===== config.mk =====
export PLATFORM = sky130hd
export DESIGN_NAME = modular_square_root_prime_flat
export DESIGN_NICKNAME = d
export VERILOG_FILES = /design/src/rtl/core/msrp_pkg.sv /design/src/rtl/core/msrp_req_if.sv /design/src/rtl/core/msrp_rsp_if.sv /design/src/rtl/core/modular_square_root_prime.sv /design/src/flat_wrapper.sv
export VERILOG_INCLUDE_DIRS = /design/src /design/src/rtl/core
export SDC_FILE = /design/constraint.sdc
export NUM_CORES = 2
export LEC_CHECK = 0
export BUFFER_PORTS_ARGS = -buffer_cell sky130_fd_sc_hd__buf_2
export CORE_ASPECT_RATIO = 1.5
export CORE_MARGIN = 8
export CORE_UTILIZATION = 37
export CTS_CLUSTER_SIZE = 14
export DETAILED_ROUTE_END_ITERATION = 6
export GPL_ROUTABILITY_DRIVEN = 0
export GPL_TIMING_DRIVEN = 0
export SLEW_MARGIN = 5
export SYNTH_ARGS = -nofsm -noshare
export SYNTH_HDL_FRONTEND = slang
export SYNTH_SLANG_ARGS = --single-unit

===== constraint.sdc =====
create_clock -name clk -period 9.4 [get_ports clk]
set_input_delay 0.47 -clock clk [delete_from_list [all_inputs] [get_ports clk]]
set_output_delay 0.47 -clock clk [all_outputs]
set_load 0.005 [all_outputs]

===== src/rtl/core/modular_square_root_prime_defines.svh =====
// assertion helpers for the modular square root core
// the macros expect clk and rst_n in the scope where they are used
`ifndef MODULAR_SQUARE_ROOT_PRIME_DEFINES_SVH
`define MODULAR_SQUARE_ROOT_PRIME_DEFINES_SVH
`ifndef SYNTHESIS
`define MSRP_ASSERT(lbl, prop, msg) \
    lbl: assert property (@(posedge clk) disable iff (!rst_n) prop) else $error(msg);
`define MSRP_ASSERT_NEXT(lbl, ante, cons, msg) \
    lbl: assert property (@(posedge clk) disable iff (!rst_n) (ante) |=> (cons)) else $error(msg);
`else
`define MSRP_ASSERT(lbl, prop, msg)
`define MSRP_ASSERT_NEXT(lbl, ante, cons, msg)
`endif
`endif


===== src/rtl/core/msrp_pkg.sv =====
// ----------------------------------------------------------------------------
// msrp_pkg
// shared widths and constants of the modular square root core
// ----------------------------------------------------------------------------
`default_nettype none

package msrp_pkg;
    localparam int WIDTH_DEF = 32;
    localparam int VALUE_W   = 33;
    localparam int MOD_W     = 32;
    localparam int ROOT_W    = 32;
    localparam int VCNT_W    = 6;
    localparam logic [63:0] ZSEARCH_LIMIT = 64'd65536;

    // result status codes
    localparam logic STATUS_ROOT   = 1'b0;
    localparam logic STATUS_NONRES = 1'b1;
endpackage

`default_nettype wire


===== src/rtl/core/msrp_req_if.sv =====
// ----------------------------------------------------------------------------
// msrp_req_if
// request channel: signed value and prime modulus
// ----------------------------------------------------------------------------
`default_nettype none

interface msrp_req_if
    import msrp_pkg::*;
();
    logic                      valid;
    logic                      ready;
    logic signed [VALUE_W-1:0] value;
    logic        [MOD_W-1:0]   modulus;

    modport source (output valid, output value, output modulus, input ready);
    modport sink   (input valid, input value, input modulus, output ready);
endinterface

`default_nettype wire


===== src/rtl/core/msrp_rsp_if.sv =====
// ----------------------------------------------------------------------------
// msrp_rsp_if
// response channel: root and residue status
// ----------------------------------------------------------------------------
`default_nettype none

interface msrp_rsp_if
    import msrp_pkg::*;
();
    logic              valid;
    logic              ready;
    logic [ROOT_W-1:0] root;
    logic              status;

    modport source (output valid, output root, output status, input ready);
    modport sink   (input valid, input root, input status, output ready);
endinterface

`default_nettype wire


===== src/rtl/core/modular_square_root_prime.sv =====
// ----------------------------------------------------------------------------
// modular_square_root_prime
// Tonelli-Shanks square root modulo a prime, one shared modular adder
// ----------------------------------------------------------------------------
// One request at a time. The value is reduced bit by bit, then a sequencer
// drives a single modular adder: a modular multiply doubles, then
// conditionally adds, per bit of the multiplier, a modular power takes
// about 2*PW multiplies, and the Jacobi symbol does one shift, swap or
// subtract step per cycle. The Tonelli-Shanks path (p = 1 mod 4) also runs
// up to s*s squarings and a non-residue search, each a multiply or Jacobi
// run. The request side is ready only when idle; the result waits in an
// output register.
`default_nettype none

`include "modular_square_root_prime_defines.svh"

module modular_square_root_prime
    import msrp_pkg::*;
#(
    parameter int WIDTH = WIDTH_DEF
)(
    input  wire         clk,
    input  wire         rst_n,
    msrp_req_if.sink    req,
    msrp_rsp_if.source  rsp
);
    localparam int PW  = (WIDTH < MOD_W) ? WIDTH : MOD_W;
    localparam int CW  = $clog2(PW + 1);
    localparam int BW  = $clog2(PW);

    localparam logic [4:0] S_IDLE = 5'd0,  S_RED  = 5'd1,  S_FIX  = 5'd2,
                           S_DISP = 5'd3,  S_JAC  = 5'd4,  S_J34  = 5'd5,
                           S_POW  = 5'd6,  S_POW1 = 5'd7,  S_POW2 = 5'd8,
                           S_P34  = 5'd9,  S_QS   = 5'd10, S_K    = 5'd11,
                           S_N1   = 5'd12, S_N2   = 5'd13, S_N3   = 5'd14,
                           S_ZT   = 5'd15, S_ZJ   = 5'd16, S_C    = 5'd17,
                           S_LOOP = 5'd18, S_SQ   = 5'd19, S_SQ1  = 5'd20,
                           S_CI   = 5'd21, S_CI1  = 5'd22, S_R    = 5'd23,
                           S_CC   = 5'd24, S_NN   = 5'd25, S_MUL  = 5'd26,
                           S_DONE = 5'd27;

    logic [4:0]        state_reg, state_next;
    logic [4:0]        mret_reg, mret_next, pret_reg, pret_next, jret_reg, jret_next;
    logic [PW-1:0]     p_reg, p_next, a_reg, a_next, r_reg, r_next, n_reg, n_next;
    logic [PW-1:0]     c_reg, c_next, z_reg, z_next, q_reg, q_next, t_reg, t_next;
    logic [PW-1:0]     mx_reg, mx_next, my_reg, my_next, acc_reg, acc_next;
    logic [PW-1:0]     pres_reg, pres_next, pb_reg, pb_next, pe_reg, pe_next;
    logic [PW-1:0]     ja_reg, ja_next, jn_reg, jn_next;
    logic              jneg_reg, jneg_next, ph_reg, ph_next, neg_reg, neg_next;
    logic [CW-1:0]     s_reg, s_next, m_reg, m_next, i_reg, i_next;
    logic [BW-1:0]     cnt_reg, cnt_next;
    logic [VALUE_W-1:0] v_reg, v_next;
    logic [VCNT_W-1:0] vcnt_reg, vcnt_next;
    logic [ROOT_W-1:0] root_reg, root_next;
    logic              status_reg, status_next;

    // shared modular adder
    logic [PW-1:0] ux, uy, usum;
    logic          ucin;
    logic [PW:0]   uraw;
    logic          jone;

    assign uraw = {1'b0, ux} + {1'b0, uy} + {{PW{1'b0}}, ucin};
    assign usum = (uraw >= {1'b0, p_reg}) ? PW'(uraw - {1'b0, p_reg}) : uraw[PW-1:0];
    assign jone = (jn_reg == PW'(1)) && !jneg_reg;

    assign req.ready  = (state_reg == S_IDLE);
    assign rsp.valid  = (state_reg == S_DONE);
    assign rsp.root   = root_reg;
    assign rsp.status = status_reg;

    always_comb
    begin
        ux = acc_reg;
        uy = acc_reg;
        ucin = 1'b0;
        case (state_reg)
            S_RED:
            begin
                ux = a_reg;
                uy = a_reg;
                ucin = v_reg[vcnt_reg];
            end
            S_MUL:
            begin
                if (ph_reg)
                begin
                    uy = mx_reg;
                end
            end
            default:
            begin
                ux = acc_reg;
            end
        endcase
    end

    always_comb
    begin
        state_next = state_reg;
        mret_next = mret_reg;
        pret_next = pret_reg;
        jret_next = jret_reg;
        p_next = p_reg;
        a_next = a_reg;
        r_next = r_reg;
        n_next = n_reg;
        c_next = c_reg;
        z_next = z_reg;
        q_next = q_reg;
        t_next = t_reg;
        mx_next = mx_reg;
        my_next = my_reg;
        acc_next = acc_reg;
        pres_next = pres_reg;
        pb_next = pb_reg;
        pe_next = pe_reg;
        ja_next = ja_reg;
        jn_next = jn_reg;
        jneg_next = jneg_reg;
        ph_next = ph_reg;
        neg_next = neg_reg;
        s_next = s_reg;
        m_next = m_reg;
        i_next = i_reg;
        cnt_next = cnt_reg;
        v_next = v_reg;
        vcnt_next = vcnt_reg;
        root_next = root_reg;
        status_next = status_reg;

        case (state_reg)
            S_IDLE:
            begin
                if (req.valid)
                begin
                    p_next = req.modulus[PW-1:0];
                    neg_next = req.value[VALUE_W-1];
                    v_next = req.value[VALUE_W-1] ? (~req.value + 1'b1) : req.value;
                    a_next = '0;
                    vcnt_next = VCNT_W'(VALUE_W - 1);
                    root_next = '0;
                    status_next = STATUS_ROOT;
                    if (req.modulus[PW-1:0] < PW'(2))
                    begin
                        state_next = S_DONE;
                    end
                    else
                    begin
                        state_next = S_RED;
                    end
                end
            end
            S_RED:
            begin
                a_next = usum;
                vcnt_next = vcnt_reg - 1'b1;
                if (vcnt_reg == '0)
                begin
                    state_next = S_FIX;
                end
            end
            S_FIX:
            begin
                if (neg_reg && (a_reg != '0))
                begin
                    a_next = p_reg - a_reg;
                end
                state_next = S_DISP;
            end
            S_DISP:
            begin
                if (a_reg == '0)
                begin
                    state_next = S_DONE;
                end
                else if (p_reg == PW'(2))
                begin
                    root_next = ROOT_W'(a_reg);
                    state_next = S_DONE;
                end
                else if (!p_reg[0])
                begin
                    status_next = STATUS_NONRES;
                    state_next = S_DONE;
                end
                else if (p_reg[1])
                begin
                    ja_next = a_reg;
                    jn_next = p_reg;
                    jneg_next = 1'b0;
                    jret_next = S_J34;
                    state_next = S_JAC;
                end
                else
                begin
                    q_next = p_reg - 1'b1;
                    s_next = '0;
                    state_next = S_QS;
                end
            end
            // binary jacobi symbol, one step per cycle
            S_JAC:
            begin
                if (ja_reg == '0)
                begin
                    state_next = jret_reg;
                end
                else if (!ja_reg[0])
                begin
                    ja_next = ja_reg >> 1;
                    if (jn_reg[2:0] inside {3'd3, 3'd5})
                    begin
                        jneg_next = !jneg_reg;
                    end
                end
                else if (ja_reg < jn_reg)
                begin
                    ja_next = jn_reg;
                    jn_next = ja_reg;
                    if (ja_reg[1] && jn_reg[1])
                    begin
                        jneg_next = !jneg_reg;
                    end
                end
                else
                begin
                    ja_next = ja_reg - jn_reg;
                end
            end
            S_J34:
            begin
                if (jone)
                begin
                    pres_next = PW'(1);
                    pb_next = a_reg;
                    pe_next = (p_reg >> 2) + 1'b1;
                    pret_next = S_P34;
                    state_next = S_POW;
                end
                else
                begin
                    status_next = STATUS_NONRES;
                    state_next = S_DONE;
                end
            end
            S_POW:
            begin
                if (pe_reg == '0)
                begin
                    state_next = pret_reg;
                end
                else
                begin
                    mx_next = pe_reg[0] ? pres_reg : pb_reg;
                    my_next = pb_reg;
                    mret_next = pe_reg[0] ? S_POW1 : S_POW2;
                    acc_next = '0;
                    cnt_next = BW'(PW - 1);
                    ph_next = 1'b0;
                    state_next = S_MUL;
                end
            end
            S_POW1:
            begin
                pres_next = acc_reg;
                mx_next = pb_reg;
                my_next = pb_reg;
                mret_next = S_POW2;
                acc_next = '0;
                cnt_next = BW'(PW - 1);
                ph_next = 1'b0;
                state_next = S_MUL;
            end
            S_POW2:
            begin
                pb_next = acc_reg;
                pe_next = pe_reg >> 1;
                state_next = S_POW;
            end
            S_P34:
            begin
                root_next = ROOT_W'(pres_reg);
                state_next = S_DONE;
            end
            S_QS:
            begin
                if (!q_reg[0])
                begin
                    q_next = q_reg >> 1;
                    s_next = s_reg + 1'b1;
                end
                else
                begin
                    pres_next = PW'(1);
                    pb_next = a_reg;
                    pe_next = (q_reg - 1'b1) >> 1;
                    pret_next = S_K;
                    state_next = S_POW;
                end
            end
            S_K:
            begin
                r_next = pres_reg;
                mx_next = pres_reg;
                my_next = pres_reg;
                mret_next = S_N1;
                acc_next = '0;
                cnt_next = BW'(PW - 1);
                ph_next = 1'b0;
                state_next = S_MUL;
            end
            S_N1:
            begin
                mx_next = acc_reg;
                my_next = a_reg;
                mret_next = S_N2;
                acc_next = '0;
                cnt_next = BW'(PW - 1);
                ph_next = 1'b0;
                state_next = S_MUL;
            end
            S_N2:
            begin
                n_next = acc_reg;
                mx_next = r_reg;
                my_next = a_reg;
                mret_next = S_N3;
                acc_next = '0;
                cnt_next = BW'(PW - 1);
                ph_next = 1'b0;
                state_next = S_MUL;
            end
            S_N3:
            begin
                r_next = acc_reg;
                if (n_reg == PW'(1))
                begin
                    root_next = ROOT_W'(acc_reg);
                    state_next = S_DONE;
                end
                else
                begin
                    z_next = PW'(2);
                    state_next = S_ZT;
                end
            end
            // non-residue search
            S_ZT:
            begin
                if ((z_reg >= p_reg) || (64'(z_reg) >= ZSEARCH_LIMIT))
                begin
                    status_next = STATUS_NONRES;
                    state_next = S_DONE;
                end
                else
                begin
                    ja_next = z_reg;
                    jn_next = p_reg;
                    jneg_next = 1'b0;
                    jret_next = S_ZJ;
                    state_next = S_JAC;
                end
            end
            S_ZJ:
            begin
                if (jone)
                begin
                    z_next = z_reg + 1'b1;
                    state_next = S_ZT;
                end
                else
                begin
                    pres_next = PW'(1);
                    pb_next = z_reg;
                    pe_next = q_reg;
                    pret_next = S_C;
                    state_next = S_POW;
                end
            end
            S_C:
            begin
                c_next = pres_reg;
                state_next = S_LOOP;
            end
            S_LOOP:
            begin
                if (n_reg > PW'(1))
                begin
                    t_next = n_reg;
                    m_next = '0;
                    state_next = S_SQ;
                end
                else
                begin
                    root_next = ROOT_W'(r_reg);
                    state_next = S_DONE;
                end
            end
            S_SQ:
            begin
                if ((t_reg != PW'(1)) && (m_reg < s_reg))
                begin
                    mx_next = t_reg;
                    my_next = t_reg;
                    mret_next = S_SQ1;
                    acc_next = '0;
                    cnt_next = BW'(PW - 1);
                    ph_next = 1'b0;
                    state_next = S_MUL;
                end
                else if ((t_reg != PW'(1)) || (m_reg >= s_reg))
                begin
                    status_next = STATUS_NONRES;
                    state_next = S_DONE;
                end
                else
                begin
                    i_next = s_reg - m_reg - 1'b1;
                    state_next = S_CI;
                end
            end
            S_SQ1:
            begin
                t_next = acc_reg;
                m_next = m_reg + 1'b1;
                state_next = S_SQ;
            end
            S_CI:
            begin
                mx_next = (i_reg != '0) ? c_reg : r_reg;
                my_next = c_reg;
                mret_next = (i_reg != '0) ? S_CI1 : S_R;
                acc_next = '0;
                cnt_next = BW'(PW - 1);
                ph_next = 1'b0;
                state_next = S_MUL;
            end
            S_CI1:
            begin
                c_next = acc_reg;
                i_next = i_reg - 1'b1;
                state_next = S_CI;
            end
            S_R:
            begin
                r_next = acc_reg;
                mx_next = c_reg;
                my_next = c_reg;
                mret_next = S_CC;
                acc_next = '0;
                cnt_next = BW'(PW - 1);
                ph_next = 1'b0;
                state_next = S_MUL;
            end
            S_CC:
            begin
                c_next = acc_reg;
                mx_next = n_reg;
                my_next = acc_reg;
                mret_next = S_NN;
                acc_next = '0;
                cnt_next = BW'(PW - 1);
                ph_next = 1'b0;
                state_next = S_MUL;
            end
            S_NN:
            begin
                n_next = acc_reg;
                s_next = m_reg;
                state_next = S_LOOP;
            end
            // shift-and-add multiply, msb first: double, then add if bit set
            S_MUL:
            begin
                ph_next = !ph_reg;
                if (!ph_reg)
                begin
                    acc_next = usum;
                end
                else
                begin
                    if (my_reg[cnt_reg])
                    begin
                        acc_next = usum;
                    end
                    if (cnt_reg == '0)
                    begin
                        state_next = mret_reg;
                    end
                    else
                    begin
                        cnt_next = cnt_reg - 1'b1;
                    end
                end
            end
            S_DONE:
            begin
                if (rsp.ready)
                begin
                    state_next = S_IDLE;
                end
            end
            default:
            begin
                state_next = S_IDLE;
            end
        endcase
    end

    always_ff @(posedge clk or negedge rst_n)
    begin
        if (!rst_n)
        begin
            state_reg <= S_IDLE;
        end
        else
        begin
            state_reg <= state_next;
        end
    end

    always_ff @(posedge clk)
    begin
        mret_reg <= mret_next;
        pret_reg <= pret_next;
        jret_reg <= jret_next;
        p_reg <= p_next;
        a_reg <= a_next;
        r_reg <= r_next;
        n_reg <= n_next;
        c_reg <= c_next;
        z_reg <= z_next;
        q_reg <= q_next;
        t_reg <= t_next;
        mx_reg <= mx_next;
        my_reg <= my_next;
        acc_reg <= acc_next;
        pres_reg <= pres_next;
        pb_reg <= pb_next;
        pe_reg <= pe_next;
        ja_reg <= ja_next;
        jn_reg <= jn_next;
        jneg_reg <= jneg_next;
        ph_reg <= ph_next;
        neg_reg <= neg_next;
        s_reg <= s_next;
        m_reg <= m_next;
        i_reg <= i_next;
        cnt_reg <= cnt_next;
        v_reg <= v_next;
        vcnt_reg <= vcnt_next;
        root_reg <= root_next;
        status_reg <= status_next;
    end

    `MSRP_ASSERT(a_nonres_zero, (rsp.valid && (status_reg == STATUS_NONRES)) |-> (root_reg == '0), "non-residue with nonzero root")
    `MSRP_ASSERT(a_root_range, (rsp.valid && (p_reg >= PW'(2))) |-> (root_reg < ROOT_W'(p_reg)), "root not below modulus")
    `MSRP_ASSERT(a_jac_odd, (state_reg == S_JAC) |-> jn_reg[0], "jacobi modulus became even")
    `MSRP_ASSERT(a_mul_acc, (state_reg == S_MUL) |-> (acc_reg < p_reg), "multiply accumulator not reduced")
    `MSRP_ASSERT_NEXT(a_start, (req.valid && req.ready && (req.modulus[PW-1:0] >= PW'(2))), (state_reg == S_RED), "transfer did not start reduction")

endmodule

`default_nettype wire

===== src/flat_wrapper.sv =====
// flat-port wrapper written by rule: the top's interface ports become plain ports
module modular_square_root_prime_flat import msrp_pkg::*;
#(
    parameter int WIDTH = WIDTH_DEF
)
  (clk, rst_n, req_valid, req_value, req_modulus, req_ready, rsp_valid, rsp_root, rsp_status, rsp_ready);
  msrp_req_if req_i ();
  msrp_rsp_if rsp_i ();
  input  wire clk;
  input  wire rst_n;
  input wire logic [$bits(req_i.valid)-1:0] req_valid;
  input wire logic [$bits(req_i.value)-1:0] req_value;
  input wire logic [$bits(req_i.modulus)-1:0] req_modulus;
  output wire logic [$bits(req_i.ready)-1:0] req_ready;
  output wire logic [$bits(rsp_i.valid)-1:0] rsp_valid;
  output wire logic [$bits(rsp_i.root)-1:0] rsp_root;
  output wire logic [$bits(rsp_i.status)-1:0] rsp_status;
  input wire logic [$bits(rsp_i.ready)-1:0] rsp_ready;
  assign req_i.valid = req_valid;
  assign req_i.value = req_value;
  assign req_i.modulus = req_modulus;
  assign req_ready = req_i.ready;
  assign rsp_valid = rsp_i.valid;
  assign rsp_root = rsp_i.root;
  assign rsp_status = rsp_i.status;
  assign rsp_i.ready = rsp_ready;
  modular_square_root_prime #(.WIDTH(WIDTH)) u_core (.clk(clk), .rst_n(rst_n), .req(req_i), .rsp(rsp_i));
endmodule

---- After elaboration in Yosys (flattened, before gate mapping) ----
Index checks and enable logic that the tools add are counted.
cells by class
  eq/ne operators ......................... 72
  muxes and demuxes ....................... 150
  bitwise logic cells ..................... 1
  order comparisons ....................... 10
  divide/modulo/power cells ............... 0
  add/subtract/negate cells ............... 17
  reductions and logical operators ........ 67
  shift-type cells ........................ 0
  $mul .................................... 0
operators with widths
  kind                                                                      count
  32-bit 2-to-1 mux                                                         52
  32-bit one-hot mux with 4 select lines                                    4
  32-bit one-hot mux with 2 select lines                                    6
  32-bit one-hot mux with 3 select lines                                    3
  32-bit one-hot mux with 9 select lines                                    1
  32-bit one-hot mux with 7 select lines                                    1
  32-bit one-hot mux with 5 select lines                                    1
  5-bit 2-to-1 mux                                                          30
  5-bit one-hot mux with 21 select lines                                    1
  32-bit zero test                                                          3
  32-bit subtractor                                                         3
  32-bit by 1-bit equality test with 1-bit output (second input constant)   2
  32-bit by 1-bit subtractor with 32-bit output (second input constant)     2
  5-bit equality test (second input constant)                               12
  6-bit 2-to-1 mux                                                          9
  5-bit one-hot mux with 9 select lines                                     1
  5-bit by 4-bit equality test with 1-bit output (second input constant)    8
  2-bit by 1-bit inequality test with 1-bit output (second input constant)  19
  6-bit one-hot mux with 2 select lines                                     3
  32-bit by 32-bit adder with 33-bit output                                 1
  33-bit by 1-bit adder with 33-bit output                                  1
  33-bit by 1-bit adder with 33-bit output (second input constant)          1
  33-bit by 32-bit greater-or-equal comparator with 1-bit output            1
  33-bit NOT                                                                1
  other kinds (59)                                                          151
storage, ports and cells
  register bits ........................... 630
  memory bits (read-only) ................. 0
  bits in writable memories ............... 0
  word-level logic and storage cells ...... 350
  bits in latches ......................... 0
  memories kept ........................... 0
  output and inout port bits .............. 35

---- Depth between registers and ports, before layout ----
  depth after elaboration ................. 9
  depth in mapped cells ................... 33
  mapped depth without buffers ............ 28

---- Least setup slack after synthesis ----
OpenSTA, ideal clock, no wires.
  kind .................................... register to register
  start ................................... register u_core.m_reg[3]
  end ..................................... register u_core.acc_reg[0], enable pin
  data required time ...................... 8.930 ns
  clock period less this slack ............ 7.629 ns
  arrival ................................. 7.158 ns
  stages on the path, launching flop included .. 12
  setup time .............................. 0.470 ns
  setup slack ............................. 1.771 ns
  path through ............................ edfxtp_1 -> inv_1 -> ha_1 -> a21oi_1 -> nor2b_1 -> o21ai_0 -> nand2_1 -> o21ai_0 -> o21a_1 -> a21boi_0 -> or2_2 -> a21boi_0
on the way
  cells in the longest elaborated chain, start to end .. 4
ends and longest elaborated chain
  item                                                               RTL line                          text
  start, declared                                                    modular_square_root_prime.sv:50   logic [CW-1:0] s_reg, s_next, m_reg, m_next, i_reg, i_next;
  start signal, assigned                                             modular_square_root_prime.sv:548  m_reg <= m_next;
  6-bit less-than comparator                                         modular_square_root_prime.sv:402  if ((t_reg != PW'(1)) && (m_reg < s_reg))
  1-bit logical AND                                                  modular_square_root_prime.sv:402
  2-bit by 1-bit inequality test with 1-bit output (no source line)  n/a
  4-bit AND reduction (no source line)                               n/a
  end signal, assigned                                               modular_square_root_prime.sv:538  acc_reg <= acc_next;
  end, declared                                                      modular_square_root_prime.sv:46   logic [PW-1:0] mx_reg, mx_next, my_reg, my_next, acc_reg, acc_next;
Every way passes these cells.
A chain may end at the register's enable or synchronous reset.

---- Worst setup path after layout ----
  start ................................... register u_core.state_reg[1]
  end ..................................... register u_core.a_reg[23] (data pin)
on the way
  cells in the longest elaborated chain, start to end .. 7
  elaborated cells on any way between the ends .. 13
ends and longest elaborated chain
  item                                                                                                 RTL line                                                           text
  start, declared                                                                                      modular_square_root_prime.sv:42                                    logic [4:0] state_reg, state_next;
  start signal, assigned                                                                               modular_square_root_prime.sv:519                                   state_reg <= state_next;
  5-bit equality test or 5-bit by 1-bit equality test with 1-bit output (tied branches)                modular_square_root_prime.sv:77, modular_square_root_prime.sv:132
  32-bit one-hot mux with 2 select lines or 32-bit 2-to-1 mux (tied branches)                          modular_square_root_prime.sv:77                                    case (state_reg)
  32-bit by 32-bit adder with 33-bit output                                                            modular_square_root_prime.sv:63                                    assign uraw = {1'b0, ux} + {1'b0, uy} + {{PW{1'b0}}, ucin};
  33-bit by 1-bit adder with 33-bit output                                                             modular_square_root_prime.sv:63
  32-bit subtractor or 33-bit by 32-bit greater-or-equal comparator with 1-bit output (tied branches)  modular_square_root_prime.sv:64                                    assign usum = (uraw >= {1'b0, p_reg}) ? PW'(uraw - {1'b0, p_reg}) : uraw[PW-1:0];
  32-bit 2-to-1 mux                                                                                    modular_square_root_prime.sv:64
  32-bit one-hot mux with 3 select lines (*)                                                           modular_square_root_prime.sv:132                                   case (state_reg)
  named net u_core.a_next[23]                                                                          modular_square_root_prime.sv:44                                    logic [PW-1:0] p_reg, p_next, a_reg, a_next, r_reg, r_next, n_reg, n_next;
  end signal, assigned                                                                                 modular_square_root_prime.sv:529                                   a_reg <= a_next;
  end, declared                                                                                        modular_square_root_prime.sv:44
The timed path passes the listed nets; every way through them passes the cells marked *.

==> flow_summary.ini <==
[outcome]
outcome = finished, violations left
violations = DRC, capacitance limit

[sta]
finalMaxSlewViolations = 0
hold_viol = 0
fin_crit_ps = 9228
relSlewSlack_pct = 0.7314
worst_slack_ps = 172.3
tightest_slew_ps = 1484
setup_viol = 0
grt_setup_unrepaired = false
fmax_mhz = 108.4
skew_ps = 39.06
min_period_over_period_pct = 98.17

[logic_synthesis]
netlist_instances = 3971
ys_top_cells_by_area = edfxtp_1 46%, ha_1 5.7%, xnor2_1 4.2%, mux2_2 4.1%, nand2_1 3.8%
synth_cell_types = 89
syn_area_um2 = 40640
yosysSeqAreaShare_pct = 46.12
avgSynthCellArea_um2 = 10.24
synth_fp_nets = 4232
yosysTopAreaCell = edfxtp_1
ys_warn_count = 0
synth_top_area_share_pct = 45.81
synth-seq-cells = 625
synth_edf_count = 620
ys.flop_type = edfxtp_1
async_reset_ff_share_pct = 0.8000

[grt]
grt_max_degree = 67
grtUsageTotal_pct = 26.08
grt_overflow = 0
antenna_found_initial = 7
grt_pass1_vias = 36260
grt_pass1_wl_mm = 235.2

[floorplan]
die_area_um2 = 120900
start_util_pct = 37.14
num_rows = 149
die_h_um = 421.9
dieWidth_um = 286.6
ioPinCount = 104
coreArea_um2 = 109400

[clock_network]
clock_path_buffers = 3
clock-root-buffer = clkbuf_16
path_clk_slew_ps = 70
cts_sinks = 625
clk_latency_ps = 680
cts_max_level = 3
cts_made_buffers = 67
cts_tree = yes

[cells_and_area]
multiInputGateArea_um2 = 20550
regArea_um2 = 18740
finalNetCount = 4458
final_core_util_pct = 42.11
fillerInstances = 10640
drive_above_1_share_pct = 11.58
layout_commonest_cell = edfxtp_1
area.growth.synth_to_final_pct = 13.39
final_cell_mix = 620 x edfxtp_1, 405 x nand2_1, 263 x nor2_1
largest_reg_flops = 33

[critical_path]
start_kind = flop
cp.required_ps = 9760
crit_type = reg -> reg
critPathSlowestCell = a311oi_1
worstPathArrival_ps = 9590
slowest_delay_ps = 480
cp-end-kind = flop
crit_fanout = 10

[route]
wl_per_cell_um = 28.57
drt_iter0_markers = 4102
drc = 12
antenna_left = 0
wl_mm = 162.6
routed_via_density = 6.258
vias = 35610
first_pass_iters = 7

[pwr]
p_leak_uw = 0.01650
ir_drop_mv = 0.2635
p_per_area_nw_per_um2 = 449.6

[worst_hold_path]
hold_path.class = in -> reg

[placement]
dp_hpwl_mm = 127.9
portBuffers = 103
pre_cts_slack_ps = -762.9

[job]
maxCapViolations = 1
[what timing repair did]
item | 4_1_cts | 5_1_grt
buffers inserted | 0 | 5
pin swaps | 0 | 2
hold buffers | 22 | 0
endpoints found under the setup margin | 62 | 58
endpoints found under the hold margin | 26 | 0
resized for setup | 10 | 11
[where the power goes]
group          internal [uW]  leakage [uW]  total (uW)  switching (uW)
Sequential              4480       0.00578        5340             863
Combinational           4620       0.00966       12600            7960
Clock                   1560       0.00106        2790            1230
Total                  10700        0.0165       20700           10000
[final timing paths]
kind	from	end	slack (ps)	cells past startpoint
setup / recovery	u_core.state_reg[1]	u_core.a_reg[23]	170	30
min in group asynchronous	rst_n	u_core.state_reg[1]	210	2
hold reg to reg	u_core.acc_reg[22]	u_core.n_reg[22]	440	0
setup reg to reg	u_core.state_reg[1]	u_core.a_reg[23]	170	30
max in group asynchronous	rst_n	u_core.state_reg[0]	8970	2
hold / removal	req_modulus[22]	u_core.p_reg[22]	30	1
[synthesized netlist by cell type, types with 6 or more instances]
library cell and number:
o22ai_1 30, nor2b_1 24, a21oi_2 11, a211o_1 8
a22oi_1 180, clkbuf_1 213, ha_1 186, xor2_1 70
nor2_1 265, o31ai_1 15, nand4_1 75, a21oi_1 161
inv_1 147, or3_1 26, o41ai_1 6, nor4_1 76
buf_1 25, o21ai_1 12, a41oi_1 6, a211oi_1 18
o31a_1 10, a21o_1 74, a21boi_0 7, nand3_1 130
a221o_1 36, o211ai_1 18, o21a_1 25, nand2_1 407
mux2i_1 22, or4_1 6, and2_1 18, nand2b_1 33
mux2_2 147, xnor2_1 194, o21ai_0 250, edfxtp_1 620
o21bai_1 19, a31oi_1 51, mux4_2 20, a31o_2 7
a222oi_1 89, or2_2 15, nor3_1 70, and3_1 52
fa_1 6
[worst max-delay path: cells and delay by family, from the launching register on]
kind,cells,cell delay [ps]
buffers and inverters,6,1690
flip-flops,1,360
AO/OA/AOI/OAI,13,3690
XOR/XNOR,1,290
multiplexers,1,300
AND/OR/NAND/NOR,7,1770
adder cells (fa/ha/maj),2,760
[final cells by class]
cell class | count | area share, %
antenna | 8 | 0.04344
buffer | 247 | 2.129
clock buffer | 78 | 3.774
clock inverter | 43 | 1.040
inverter | 150 | 1.222
multi-input combinational | 2949 | 44.60
sequential | 625 | 40.67
tap | 1434 | 3.893
timing repair buffer | 157 | 2.625
[through the flow]
stage / total power, uW / area, um^2 / std cells / setup TNS [ps] / hold WS (ps)
after floorplan: 13480 / 40640 / 3971 / 0 / 174.4
after global placement: 17220 / 42950 / 5508 / -197720 / 335.3
after detailed placement: 17460 / 43520 / 5535 / -37270 / 334.9
after CTS: 20310 / 45980 / 5678 / 0 / 0.02781
after global routing: 21770 / 46060 / 5683 / 0 / 15.71
final: 20720 / 46080 / 5691 / 0 / 28.71
[kinds of logic after synthesis]
logic type / share of synthesized area (%)
adders and majority gates: 6.021
AOI/OAI and AO/OA: 18.48
DFF: 46.12
and+or+nand+nor: 14.18
muxes: 5.751
buffers and inverters: 3.771
xor gates and xnor gates: 5.689
[per-layer routing]
layer,track usage (%),vias up,wire [um]
met5,0,-,0
met4,22.35,0,16970
met3,5.159,724,12750
met2,44.68,2139,78830
met1,27.08,17030,54040
li1,-,15720,-
Power figures use the tool's default switching activity.
